## src/rtl/dtq_pkg.sv

```systemverilog
`timescale 1ns / 1ps

package dtq_pkg;

    // Queue sizing and time quantum.
    localparam int QUEUE_DEPTH = 16;
    localparam int QUANTUM     = 1000;
    localparam int MAX_RESULTS = 16;

    // Field widths.
    localparam int DL_W    = 52;
    localparam int ID_W    = 16;
    localparam int ENTRY_W = DL_W + ID_W;

    // Derived widths.
    localparam int PTR_W   = (QUEUE_DEPTH > 1) ? $clog2(QUEUE_DEPTH) : 1;
    localparam int CNT_W   = $clog2(QUEUE_DEPTH + 1);
    localparam int NRES_W  = $clog2(MAX_RESULTS + 1);
    localparam int REM_W   = $clog2(QUANTUM + 1);

    // Rounding unit: remainder is built four input bits per cycle.
    localparam int DIGIT_W     = 4;
    localparam int ROUND_STEPS = (DL_W + DIGIT_W - 1) / DIGIT_W;
    localparam int SHIFT_W     = ROUND_STEPS * DIGIT_W;
    localparam int STEP_W      = $clog2(ROUND_STEPS + 1);

    localparam logic [DL_W-1:0] DL_MAX = {DL_W{1'b1}};

    // Input item kinds.
    localparam logic [1:0] KIND_SCHED = 2'd0;
    localparam logic [1:0] KIND_TICK  = 2'd1;
    localparam logic [1:0] KIND_STOP  = 2'd2;

    // Result status codes.
    localparam logic [2:0] ST_FIRED    = 3'd0;
    localparam logic [2:0] ST_ACCEPTED = 3'd1;
    localparam logic [2:0] ST_FULL     = 3'd2;
    localparam logic [2:0] ST_STOPPED  = 3'd3;
    localparam logic [2:0] ST_RELEASED = 3'd4;
    localparam logic [2:0] ST_NONE     = 3'd5;

    // Write port of the entry memory.
    typedef struct packed {
        logic               en;
        logic [PTR_W-1:0]   addr;
        logic [ENTRY_W-1:0] data;
    } ram_wr_t;

    // Ring index: a + b modulo the queue depth, with a + b below twice the depth.
    function automatic logic [PTR_W-1:0] wrap_add(input logic [PTR_W-1:0] a,
                                                  input logic [CNT_W-1:0] b);
        logic [CNT_W:0] sum;
        sum = {{(CNT_W + 1 - PTR_W){1'b0}}, a} + {1'b0, b};
        if (sum >= (CNT_W + 1)'(QUEUE_DEPTH)) begin
            sum = sum - (CNT_W + 1)'(QUEUE_DEPTH);
        end
        return sum[PTR_W-1:0];
    endfunction

endpackage

```

## src/rtl/deadline_timer_queue.sv

```systemverilog
`timescale 1ns / 1ps

// Deadline timer queue. Entries are kept sorted by rounded deadline in a
// ring held in a 16-entry memory with a registered read port. A schedule
// first rounds its deadline up to the quantum (four bits of remainder per
// cycle, then one add), then checks for a stopped or full queue, then for
// each entry it is compared against on its way down the sorted order does a
// memory read, then a compare and move, and last writes the new entry and
// loads its result. A tick or stop reads the head, then decides, for each
// fired or released task, and closes the run when the queue runs empty, the
// result limit is reached, or the scan stops at an entry not yet due. The
// block takes one item at a time: s_tready is high only while the sequencer
// is idle between items. Each result is one transfer on the master side,
// held in an output register, so a result left waiting on m_tready stalls
// the sequencer.
module deadline_timer_queue (
    input  logic         aclk,
    input  logic         aresetn,
    input  logic         s_tvalid,
    output logic         s_tready,
    input  logic [119:0] s_tdata,   // task_id[15:0], deadline[67:16], now[119:68]
    input  logic [1:0]   s_tuser,   // kind[1:0]
    output logic         m_tvalid,
    input  logic         m_tready,
    output logic [71:0]  m_tdata,   // status[2:0], out_task_id[18:3], out_deadline[70:19]
    output logic         m_tlast
);

    typedef enum logic [7:0] {
        S_IDLE     = 8'b00000001,
        S_ROUND    = 8'b00000010,
        S_DECIDE   = 8'b00000100,
        S_INS_RD   = 8'b00001000,
        S_INS_CMP  = 8'b00010000,
        S_INS_PUT  = 8'b00100000,
        S_SCAN_RD  = 8'b01000000,
        S_SCAN_CMP = 8'b10000000
    } state_t;

    state_t                         state_reg, state_next;
    logic                           flush_reg, flush_next;
    logic [dtq_pkg::PTR_W-1:0]      head_reg, head_next;
    logic [dtq_pkg::CNT_W-1:0]      count_reg, count_next;
    logic [dtq_pkg::CNT_W-1:0]      pos_reg, pos_next;
    logic                           stopped_reg, stopped_next;
    logic                           is_stop_reg, is_stop_next;
    logic [dtq_pkg::NRES_W-1:0]     nres_reg, nres_next;
    logic [dtq_pkg::ID_W-1:0]       task_reg, task_next;
    logic [dtq_pkg::DL_W-1:0]       dl_reg, dl_next;
    logic [dtq_pkg::DL_W-1:0]       now_reg, now_next;
    logic                           pend_valid_reg, pend_valid_next;
    logic [dtq_pkg::ENTRY_W-1:0]    pend_reg, pend_next;
    logic                           m_valid_reg, m_valid_next;
    logic [71:0]                    m_data_reg, m_data_next;
    logic                           m_last_reg, m_last_next;

    dtq_pkg::ram_wr_t               wr;
    logic                           rd_en;
    logic [dtq_pkg::PTR_W-1:0]      rd_addr;
    logic [dtq_pkg::ENTRY_W-1:0]    rd_data;
    logic [dtq_pkg::DL_W-1:0]       rd_dl;
    logic                           round_start;
    logic                           round_done;
    logic [dtq_pkg::DL_W-1:0]       round_dout;
    logic                           out_free;
    logic                           s_fire;
    logic [2:0]                     run_status;

    dtq_round u_round (
        .aclk    (aclk),
        .aresetn (aresetn),
        .start   (round_start),
        .din     (s_tdata[67:16]),
        .done    (round_done),
        .dout    (round_dout)
    );

    dtq_ram u_ram (
        .aclk    (aclk),
        .wr      (wr),
        .rd_en   (rd_en),
        .rd_addr (rd_addr),
        .rd_data (rd_data)
    );

    assign rd_dl      = rd_data[dtq_pkg::ENTRY_W-1:dtq_pkg::ID_W];
    assign out_free   = !m_valid_reg || m_tready;
    assign s_tready   = (state_reg == S_IDLE) && !flush_reg;
    assign s_fire     = s_tvalid && s_tready;
    assign run_status = is_stop_reg ? dtq_pkg::ST_RELEASED : dtq_pkg::ST_FIRED;

    // Sequencer: sorted insert by read-compare-move, and head scan for ticks and stops.
    always_comb begin
        state_next      = state_reg;
        flush_next      = flush_reg;
        head_next       = head_reg;
        count_next      = count_reg;
        pos_next        = pos_reg;
        stopped_next    = stopped_reg;
        is_stop_next    = is_stop_reg;
        nres_next       = nres_reg;
        task_next       = task_reg;
        dl_next         = dl_reg;
        now_next        = now_reg;
        pend_valid_next = pend_valid_reg;
        pend_next       = pend_reg;
        m_valid_next    = m_valid_reg && !m_tready;
        m_data_next     = m_data_reg;
        m_last_next     = m_last_reg;
        wr              = '0;
        rd_en           = 1'b0;
        rd_addr         = head_reg;
        round_start     = 1'b0;

        if (flush_reg) begin
            // Close a tick or stop run with its final result.
            if (out_free) begin
                m_valid_next = 1'b1;
                m_last_next  = 1'b1;
                if (pend_valid_reg) begin
                    m_data_next = {1'b0, pend_reg, run_status};
                end else if (is_stop_reg) begin
                    m_data_next = {1'b0, {dtq_pkg::ENTRY_W{1'b0}}, dtq_pkg::ST_RELEASED};
                end else begin
                    m_data_next = {1'b0, {dtq_pkg::ENTRY_W{1'b0}}, dtq_pkg::ST_NONE};
                end
                if (is_stop_reg) begin
                    count_next = '0;
                end
                pend_valid_next = 1'b0;
                flush_next      = 1'b0;
                state_next      = S_IDLE;
            end
        end else begin
            unique case (state_reg)
                S_IDLE: begin
                    if (s_fire) begin
                        unique case (s_tuser) inside
                            dtq_pkg::KIND_SCHED: begin
                                task_next   = s_tdata[15:0];
                                round_start = 1'b1;
                                state_next  = S_ROUND;
                            end
                            dtq_pkg::KIND_TICK, dtq_pkg::KIND_STOP: begin
                                is_stop_next    = (s_tuser == dtq_pkg::KIND_STOP);
                                if (s_tuser == dtq_pkg::KIND_STOP) begin
                                    stopped_next = 1'b1;
                                end
                                now_next        = s_tdata[119:68];
                                nres_next       = '0;
                                pend_valid_next = 1'b0;
                                state_next      = S_SCAN_RD;
                            end
                            default: begin
                                state_next = S_IDLE;
                            end
                        endcase
                    end
                end
                S_ROUND: begin
                    if (round_done) begin
                        dl_next    = round_dout;
                        state_next = S_DECIDE;
                    end
                end
                S_DECIDE: begin
                    if (stopped_reg
                        || count_reg == dtq_pkg::CNT_W'(dtq_pkg::QUEUE_DEPTH)) begin
                        if (out_free) begin
                            m_valid_next = 1'b1;
                            m_last_next  = 1'b1;
                            m_data_next  = {1'b0, dl_reg, task_reg,
                                            stopped_reg ? dtq_pkg::ST_STOPPED
                                                        : dtq_pkg::ST_FULL};
                            state_next   = S_IDLE;
                        end
                    end else begin
                        pos_next   = count_reg;
                        state_next = (count_reg == '0) ? S_INS_PUT : S_INS_RD;
                    end
                end
                S_INS_RD: begin
                    rd_en      = 1'b1;
                    rd_addr    = dtq_pkg::wrap_add(head_reg, pos_reg - 1'b1);
                    state_next = S_INS_CMP;
                end
                S_INS_CMP: begin
                    // Move a later entry up one place, or stop at the slot.
                    if (rd_dl > dl_reg) begin
                        wr.en      = 1'b1;
                        wr.addr    = dtq_pkg::wrap_add(head_reg, pos_reg);
                        wr.data    = rd_data;
                        pos_next   = pos_reg - 1'b1;
                        state_next = (pos_reg == dtq_pkg::CNT_W'(1)) ? S_INS_PUT : S_INS_RD;
                    end else begin
                        state_next = S_INS_PUT;
                    end
                end
                S_INS_PUT: begin
                    if (out_free) begin
                        wr.en        = 1'b1;
                        wr.addr      = dtq_pkg::wrap_add(head_reg, pos_reg);
                        wr.data      = {dl_reg, task_reg};
                        count_next   = count_reg + 1'b1;
                        m_valid_next = 1'b1;
                        m_last_next  = 1'b1;
                        m_data_next  = {1'b0, dl_reg, task_reg, dtq_pkg::ST_ACCEPTED};
                        state_next   = S_IDLE;
                    end
                end
                S_SCAN_RD: begin
                    if (count_reg != '0
                        && nres_reg != dtq_pkg::NRES_W'(dtq_pkg::MAX_RESULTS)) begin
                        rd_en      = 1'b1;
                        state_next = S_SCAN_CMP;
                    end else begin
                        flush_next = 1'b1;
                    end
                end
                S_SCAN_CMP: begin
                    // A due head entry becomes pending; the previous one goes out.
                    if (is_stop_reg || rd_dl <= now_reg) begin
                        if (!pend_valid_reg || out_free) begin
                            if (pend_valid_reg) begin
                                m_valid_next = 1'b1;
                                m_last_next  = 1'b0;
                                m_data_next  = {1'b0, pend_reg, run_status};
                            end
                            pend_next       = rd_data;
                            pend_valid_next = 1'b1;
                            head_next       = dtq_pkg::wrap_add(head_reg, dtq_pkg::CNT_W'(1));
                            count_next      = count_reg - 1'b1;
                            nres_next       = nres_reg + 1'b1;
                            state_next      = S_SCAN_RD;
                        end
                    end else begin
                        flush_next = 1'b1;
                    end
                end
                default: begin
                    state_next = S_IDLE;
                end
            endcase
        end
    end

    always_ff @(posedge aclk) begin
        if (!aresetn) begin
            state_reg      <= S_IDLE;
            flush_reg      <= 1'b0;
            head_reg       <= '0;
            count_reg      <= '0;
            stopped_reg    <= 1'b0;
            pend_valid_reg <= 1'b0;
            m_valid_reg    <= 1'b0;
        end else begin
            state_reg      <= state_next;
            flush_reg      <= flush_next;
            head_reg       <= head_next;
            count_reg      <= count_next;
            stopped_reg    <= stopped_next;
            pend_valid_reg <= pend_valid_next;
            m_valid_reg    <= m_valid_next;
        end
        pos_reg     <= pos_next;
        is_stop_reg <= is_stop_next;
        nres_reg    <= nres_next;
        task_reg    <= task_next;
        dl_reg      <= dl_next;
        now_reg     <= now_next;
        pend_reg    <= pend_next;
        m_data_reg  <= m_data_next;
        m_last_reg  <= m_last_next;
    end

    assign m_tvalid = m_valid_reg;
    assign m_tdata  = m_data_reg;
    assign m_tlast  = m_last_reg;

`ifndef SYNTH
    // The fill count never exceeds the queue depth.
    assert property (@(posedge aclk) disable iff (!aresetn)
        count_reg <= dtq_pkg::CNT_W'(dtq_pkg::QUEUE_DEPTH))
        else $error("queue fill count above depth");

    // The memory is only written by the insertion sort.
    assert property (@(posedge aclk) disable iff (!aresetn)
        wr.en |-> (state_reg == S_INS_CMP || state_reg == S_INS_PUT))
        else $error("entry memory written outside insertion");

    // Once stopped, the queue stays stopped until reset.
    assert property (@(posedge aclk) disable iff (!aresetn)
        stopped_reg |=> stopped_reg)
        else $error("stopped flag cleared without reset");

    // An insertion compare always has a slot below it inside the fill.
    assert property (@(posedge aclk) disable iff (!aresetn)
        (state_reg == S_INS_CMP && !flush_reg)
            |-> (pos_reg != '0 && pos_reg <= count_reg))
        else $error("insertion position out of range");

    // A run is only closed out from one of the scan states.
    assert property (@(posedge aclk) disable iff (!aresetn)
        flush_reg |-> (state_reg == S_SCAN_RD || state_reg == S_SCAN_CMP))
        else $error("run close outside a scan");
`endif

endmodule

```

## src/rtl/dtq_round.sv

```systemverilog
`timescale 1ns / 1ps

module dtq_round (
    input  logic                     aclk,
    input  logic                     aresetn,
    input  logic                     start,
    input  logic [dtq_pkg::DL_W-1:0] din,
    output logic                     done,
    output logic [dtq_pkg::DL_W-1:0] dout
);

    logic                         busy_reg, busy_next;
    logic                         fin_reg, fin_next;
    logic                         done_reg, done_next;
    logic [dtq_pkg::STEP_W-1:0]   step_reg, step_next;
    logic [dtq_pkg::SHIFT_W-1:0]  shift_reg, shift_next;
    logic [dtq_pkg::REM_W-1:0]    rem_reg, rem_next;
    logic [dtq_pkg::DL_W-1:0]     d_reg, d_next;
    logic [dtq_pkg::DL_W-1:0]     dout_reg, dout_next;
    logic [dtq_pkg::REM_W:0]      r;
    logic [dtq_pkg::DL_W:0]       sum;

    // One digit of the remainder per cycle, then one add to round up.
    always_comb begin
        busy_next  = busy_reg;
        fin_next   = 1'b0;
        done_next  = 1'b0;
        step_next  = step_reg;
        shift_next = shift_reg;
        rem_next   = rem_reg;
        d_next     = d_reg;
        dout_next  = dout_reg;
        r          = {1'b0, rem_reg};
        sum        = '0;
        if (start) begin
            busy_next  = 1'b1;
            step_next  = '0;
            rem_next   = '0;
            d_next     = din;
            shift_next = dtq_pkg::SHIFT_W'(din);
        end else if (busy_reg) begin
            for (int i = 0; i < dtq_pkg::DIGIT_W; i++) begin
                r = {r[dtq_pkg::REM_W-1:0], shift_reg[dtq_pkg::SHIFT_W-1-i]};
                if (r >= (dtq_pkg::REM_W + 1)'(dtq_pkg::QUANTUM)) begin
                    r = r - (dtq_pkg::REM_W + 1)'(dtq_pkg::QUANTUM);
                end
            end
            rem_next   = r[dtq_pkg::REM_W-1:0];
            shift_next = shift_reg << dtq_pkg::DIGIT_W;
            step_next  = step_reg + 1'b1;
            if (step_reg == dtq_pkg::STEP_W'(dtq_pkg::ROUND_STEPS - 1)) begin
                busy_next = 1'b0;
                fin_next  = 1'b1;
            end
        end else if (fin_reg) begin
            sum = {1'b0, d_reg} + (dtq_pkg::DL_W + 1)'(dtq_pkg::QUANTUM)
                - (dtq_pkg::DL_W + 1)'(rem_reg);
            if (rem_reg == '0) begin
                dout_next = d_reg;
            end else if (sum[dtq_pkg::DL_W]) begin
                dout_next = dtq_pkg::DL_MAX;
            end else begin
                dout_next = sum[dtq_pkg::DL_W-1:0];
            end
            done_next = 1'b1;
        end
    end

    always_ff @(posedge aclk) begin
        if (!aresetn) begin
            busy_reg <= 1'b0;
            fin_reg  <= 1'b0;
            done_reg <= 1'b0;
            step_reg <= '0;
        end else begin
            busy_reg <= busy_next;
            fin_reg  <= fin_next;
            done_reg <= done_next;
            step_reg <= step_next;
        end
        shift_reg <= shift_next;
        rem_reg   <= rem_next;
        d_reg     <= d_next;
        dout_reg  <= dout_next;
    end

    assign done = done_reg;
    assign dout = dout_reg;

endmodule

```

## src/rtl/dtq_ram.sv

```systemverilog
`timescale 1ns / 1ps

module dtq_ram (
    input  logic                        aclk,
    input  dtq_pkg::ram_wr_t            wr,
    input  logic                        rd_en,
    input  logic [dtq_pkg::PTR_W-1:0]   rd_addr,
    output logic [dtq_pkg::ENTRY_W-1:0] rd_data
);

    logic [dtq_pkg::ENTRY_W-1:0] mem [dtq_pkg::QUEUE_DEPTH];
    logic [dtq_pkg::ENTRY_W-1:0] rd_data_reg;

    // Single write port and registered read port.
    always_ff @(posedge aclk) begin
        if (wr.en) begin
            mem[wr.addr] <= wr.data;
        end
        if (rd_en) begin
            rd_data_reg <= mem[rd_addr];
        end
    end

    assign rd_data = rd_data_reg;

endmodule

```

## config.mk

```make
export PLATFORM = sky130hd
export DESIGN_NAME = deadline_timer_queue
export DESIGN_NICKNAME = d
export VERILOG_FILES = /design/src/rtl/dtq_pkg.sv /design/src/rtl/deadline_timer_queue.sv /design/src/rtl/dtq_round.sv /design/src/rtl/dtq_ram.sv
export SDC_FILE = /design/constraint.sdc
export NUM_CORES = 2
export LEC_CHECK = 0
export BUFFER_PORTS_ARGS = -buffer_cell sky130_fd_sc_hd__buf_2
export CAP_MARGIN = 20
export CORE_MARGIN = 8
export CORE_UTILIZATION = 55
export DETAILED_ROUTE_END_ITERATION = 8
export PLACE_DENSITY = 0.72
export SLEW_MARGIN = 5
export SYNTH_ARGS = -nofsm -noshare
export SYNTH_HDL_FRONTEND = slang
export SYNTH_HIERARCHICAL = 1
export SYNTH_SLANG_ARGS = --single-unit
```

## constraint.sdc

```tcl
create_clock -name aclk -period 10.6 [get_ports aclk]
set_input_delay 1.59 -clock aclk [delete_from_list [all_inputs] [get_ports aclk]]
set_output_delay 1.59 -clock aclk [all_outputs]
set_load 0.02 [all_outputs]
```

; Word-level counts from Yosys, hierarchy flattened
; Memory sizes are Yosys's and may differ from the RTL's. A register that Yosys moved wholly into a read port is not among the register bits.
; Index checks and enable logic that the tools add are counted.
[totals]
ff_bits = 466
mem_bits_rw = 1088
in_bits = 126
out_inout_bits = 75
elab_cells = 230
mem_count = 1
[classes]
addsub = 17
n_lt_le_gt_ge = 9
eq_ne = 32
muxes = 104
bitwise = 4
n_reduce_logical = 39
[mem_list]
columns = name, depth, width, read_ports, rd_ports_with_merged_regs, write_ports, line
row1 = u_ram.mem, 16, 68, 1, 1, 1, dtq_ram.sv:11  ; logic [dtq_pkg::ENTRY_W-1:0] mem [dtq_pkg::QUEUE_DEPTH];
[op_table]
columns = op, n
row1 = $mux W72, 8
row2 = $mux W73, 3
row3 = $pmux W72 S3, 1
row4 = $mux W52, 4
row5 = $pmux W73 S2, 1
row6 = $mux W10, 10
row7 = $mux W71, 1
row8 = $mux W8, 8
row9 = $pmux W8 S8, 1
row10 = $mux W5, 12
row11 = $add A52 B10 Y53 const B, 1
row12 = $sub A53 B10 Y53, 1
row13 = $gt A52 B52 Y1, 1
row14 = $le A52 B52 Y1, 1
row15 = $ge A11 B10 Y1 const B, 4
row16 = $sub A10 B10 Y10 const B, 4
row17 = $mux W1, 37
row18 = $pmux W5 S2, 3
row19 = $mux W4, 5
row20 = $mux W6, 3
row21 = $ne A3 B3 Y1 const B, 6
row22 = $reduce_and A6 Y1, 3
row23 = $reduce_and A4 Y1, 4
row24 = $reduce_and A5 Y1, 3
row25 = other kinds (44), 80

; Logic depth before layout (Yosys ltp)
[logic_depth]
depth_word = 17
ltp_mapped = 17
ltp_nobuf = 17

; Cells and area by module
; Netlist, hierarchy kept.
[modules_own_cells]
columns = mod, n_inst, cells_per_inst, area_per_inst_um2, seq_area_each_um2
row1 = dtq_ram, 1, 1750, 42660.9, 34713.3
row2 = deadline_timer_queue, 1, 1232, 14853.0, 8558.2
row3 = dtq_round, 1, 913, 10328.7, 5024.8

; Worst setup path after synthesis
; No wires, ideal clock.
[synth_timing]
path_kind = input to register
start = input port m_tready
end = memory u_ram/mem[0][0] in the netlist's numbering (enable)
setup_ns = 0.578
arrival_time_ns = 7.870
t_required_ns = 10.022
path_slack_ns = 2.152
stages = 9
path_buffers = 2
path_cell_list = nand2b_1 > buf_1 > nand2_1 > nor2_1 > clkbuf_1 > nor2_1 > inv_1 > or3b_2 > nor3_1
[synth_rtl]
columns = element, line
row1 = "start, declared", deadline_timer_queue.sv:24  ; input logic m_tready,
row2 = "end, declared", dtq_ram.sv:11

==> summary.txt <==
Status
  – Run status: finished clean

Timing
  – Slew Limit Fails: 0
  – Least-Margin Pin Slew: 1.21 ns
  – Relative max-transition margin: 19.4%
  – Count of final hold-check violations: 0
  – RSZ-0062 raised after global routing: no
  – Post-layout minimum cycle time: 5.97 ns
  – Final Skew: 0.0226 ns
  – Tcrit/Tclk final: 56.4%
  – Setup violations, final: 0
  – Hold Worst Slack: 0.419 ns
  – Setup_tns: 0 ns
  – Achievable frequency: 0.167 GHz

Logic synthesis
  – Synth Cell Area: 67800 um2
  – Mapped Nets: ~4200
  – Post-synth top area share: 70.1%
  – Mapped Cells: slightly below 4000
  – Share of flip-flops with an asynchronous set or reset: 0%
  – Synth area leader: edfxtp_1
  – Seq/Total Area, Yosys: between 70 and 80%
  – Post-synth EDFFs: between 1500 and 2000
  – #FFs+latches synth: ~1600
  – Avg Inst Size Synth: 17.4 um2
  – Synth area leaders: edfxtp_1, mux4_2, ha_1
  – Commonest register cell after synthesis: edfxtp_1
  – Unique masters post-synth: 92
  – Synth warn: 6

Setup path
  – WP data arrival: between 6 and 7 ns
  – CP Launch Type: register
  – CP required: roughly 11 ns
  – CP Capture Type: register
  – WS Path Type: reg2reg
  – Critical path fanouts, max: 47

Power and ir drop
  – Max VDD drop: 0.149 mV
  – Power per Cell Area: 182 nW/um2
  – Leakage Power: 25.9 nW
  – Switching share of total power: about 22%
  – Clock share of power: 40.9%
  – Sequential share of power: 51.6%
  – Psw: 0.00311 W
  – Comb pwr share: 7.5%
  – Int Pwr: approximately 0.011 W

Global route
  – Largest net degree at the start of global routing: 137
  – First-pass GRT wire length: roughly 240000 um
  – Gr usage total: 24.1%
  – Antenna violations before repair: 11
  – GRT overflow: 0
  – Vias in the first global route: ~38000

Floorplanning
  – Die width: 367 um
  – Initial core utilization: 55.2%
  – Die Footprint: between 100000 and 150000 um2
  – Placement Rows: 129
  – Core Footprint: 123000 um2
  – # IOs: around 200
  – Die H: 367 um

Route
  – DRC Markers: 0
  – Iter 0 DRT Violations: 3856
  – DRT Pass-1 Iters: 5
  – Wirelength, routed: 166000 um
  – Vias: around 37000
  – Vias per inst: 6.25
  – DR WL/cell: roughly 28 um
  – Antenna viol nets, final: 0

CTS
  – CTS Hold Bufs: 0
  – Clk_lat worst skew: 0.78 ns
  – Clk buf depth: 3
  – CTS root buffer: clkbuf_16
  – Postcts setup bufs: 0
  – CTS tree: built
  – Count of cells resized by post-cts repair: 0
  – Clock transition at path regs: 0.06 ns
  – CTS Sinks: 1621
  – Total CTS buffers: 163
  – H-Tree Depth: 4

Placed design
  – Post-DP HPWL: 102000 um
  – Placer Congestion: 0.865
  – Dpl cell area: ~70000 um2
  – Input/output buffers: 199

Worst hold path
  – Min-Delay Path Class: reg2reg

Cells and area
  – Area growth syn-to-layout: 12.1%
  – Largest reg by FF count: u_ram/mem
  – Max FFs per register: 1088
  – # nets final: 4467
  – Commonest non-fill, non-tap cell in the layout: edfxtp_1
  – Layout cell share with drive strength beyond 1: 20.5%
  – Most frequent cells in the layout: edfxtp_1, mux4_2, nand2_1, inv_1, buf_2
  – # fillers: 8695
  – Final instance area: 76100 um2

Run
  – Max cap viols: 0
==> cells by family after synthesis <==
logic type | synth area share (%)
other | 0.00553
muxes | 11.0
adders and majority gates | 3.53
xor gates and xnor gates | 0.917
and+or+nand+nor | 3.75
AOI/OAI and AO/OA | 7.31
buffers and inverters | 2.27
DFF | 71.2
==> critical path, stage by stage (launching register included) <==
cell and delay (ns):
edfxtp_1 0.44, ha_1 0.35, nand4_1 0.25, nor4_1 0.46, buf_4 0.20, a21boi_0 0.33
or3_1 0.29, a311oi_1 0.27, nor4_4 0.30, nor2_1 0.14, nor2_1 0.50, nand2_1 0.40
nor2_4 0.77, buf_4 0.82
==> area by class of cell <==
class,instances,area (um2),area share [%]
tap,1637,2050,2.69
sequential,1621,48300,63.5
multi-input combinational,1896,18200,24.0
antenna,6,15.0,0.0197
inverter,212,797,1.05
clock buffer,199,4300,5.65
timing repair buffer,258,1450,1.90
clock inverter,102,937,1.23
==> power groups by stage <==
stage	sequential [W]	combinational, W	clock, W
3_5_place_dp	0.00727	0.00102	0
6_report	0.00714	0.00103	0.00565
4_1_cts	0.00714	0.00103	0.00573
5_1_grt	0.00714	0.00113	0.00596
3_3_place_gp	0.00727	0.00101	0
2_1_floorplan	0.00724	0.000789	0
==> worst paths after layout <==
check	startpoint	end	slack [ns]	cells after the start
max	u_ram/rd_data[35]	u_ram/mem[7][37]	4.63	13
max reg2reg	u_ram/rd_data[35]	u_ram/mem[7][37]	4.63	13
min	u_round/dout[26]	dl_reg[26]	0.42	0
min reg2reg	u_round/dout[26]	dl_reg[26]	0.42	0
==> routing by layer <==
metal  up-vias  GRT usage [%]  share of wire, %
li1      16100              -                 -
met1     18900           31.4                39
met2      1735           38.8                48
met3       311           6.81               9.7
met4         0           9.45               3.9
met5         -              0                 0
==> synth_stat cells, types with 43 or more instances <==
library cell	instances
mux2_2	51
o21ai_0	131
nand2_1	215
a21oi_1	121
inv_1	210
edfxtp_1	1583
clkbuf_1	98
a22oi_1	136
ha_1	185
o22a_1	48
a22o_1	69
mux2i_1	77
mux4_2	272
nor2_1	112
a21o_1	55
xnor2_1	43
==> metrics by stage <==
stage	instances	power [W]	worst slack (ns)	utilization, %
after floorplan	3895	0.00803	2.15	-
after global placement	5623	0.00829	4.45	57.6
after detailed placement	5624	0.00829	4.61	57.6
after CTS	5925	0.0139	4.68	61.8
after global routing	5925	0.0142	4.35	61.8
final	5931	0.0138	4.63	61.9
(Power assumes the default switching activity.)
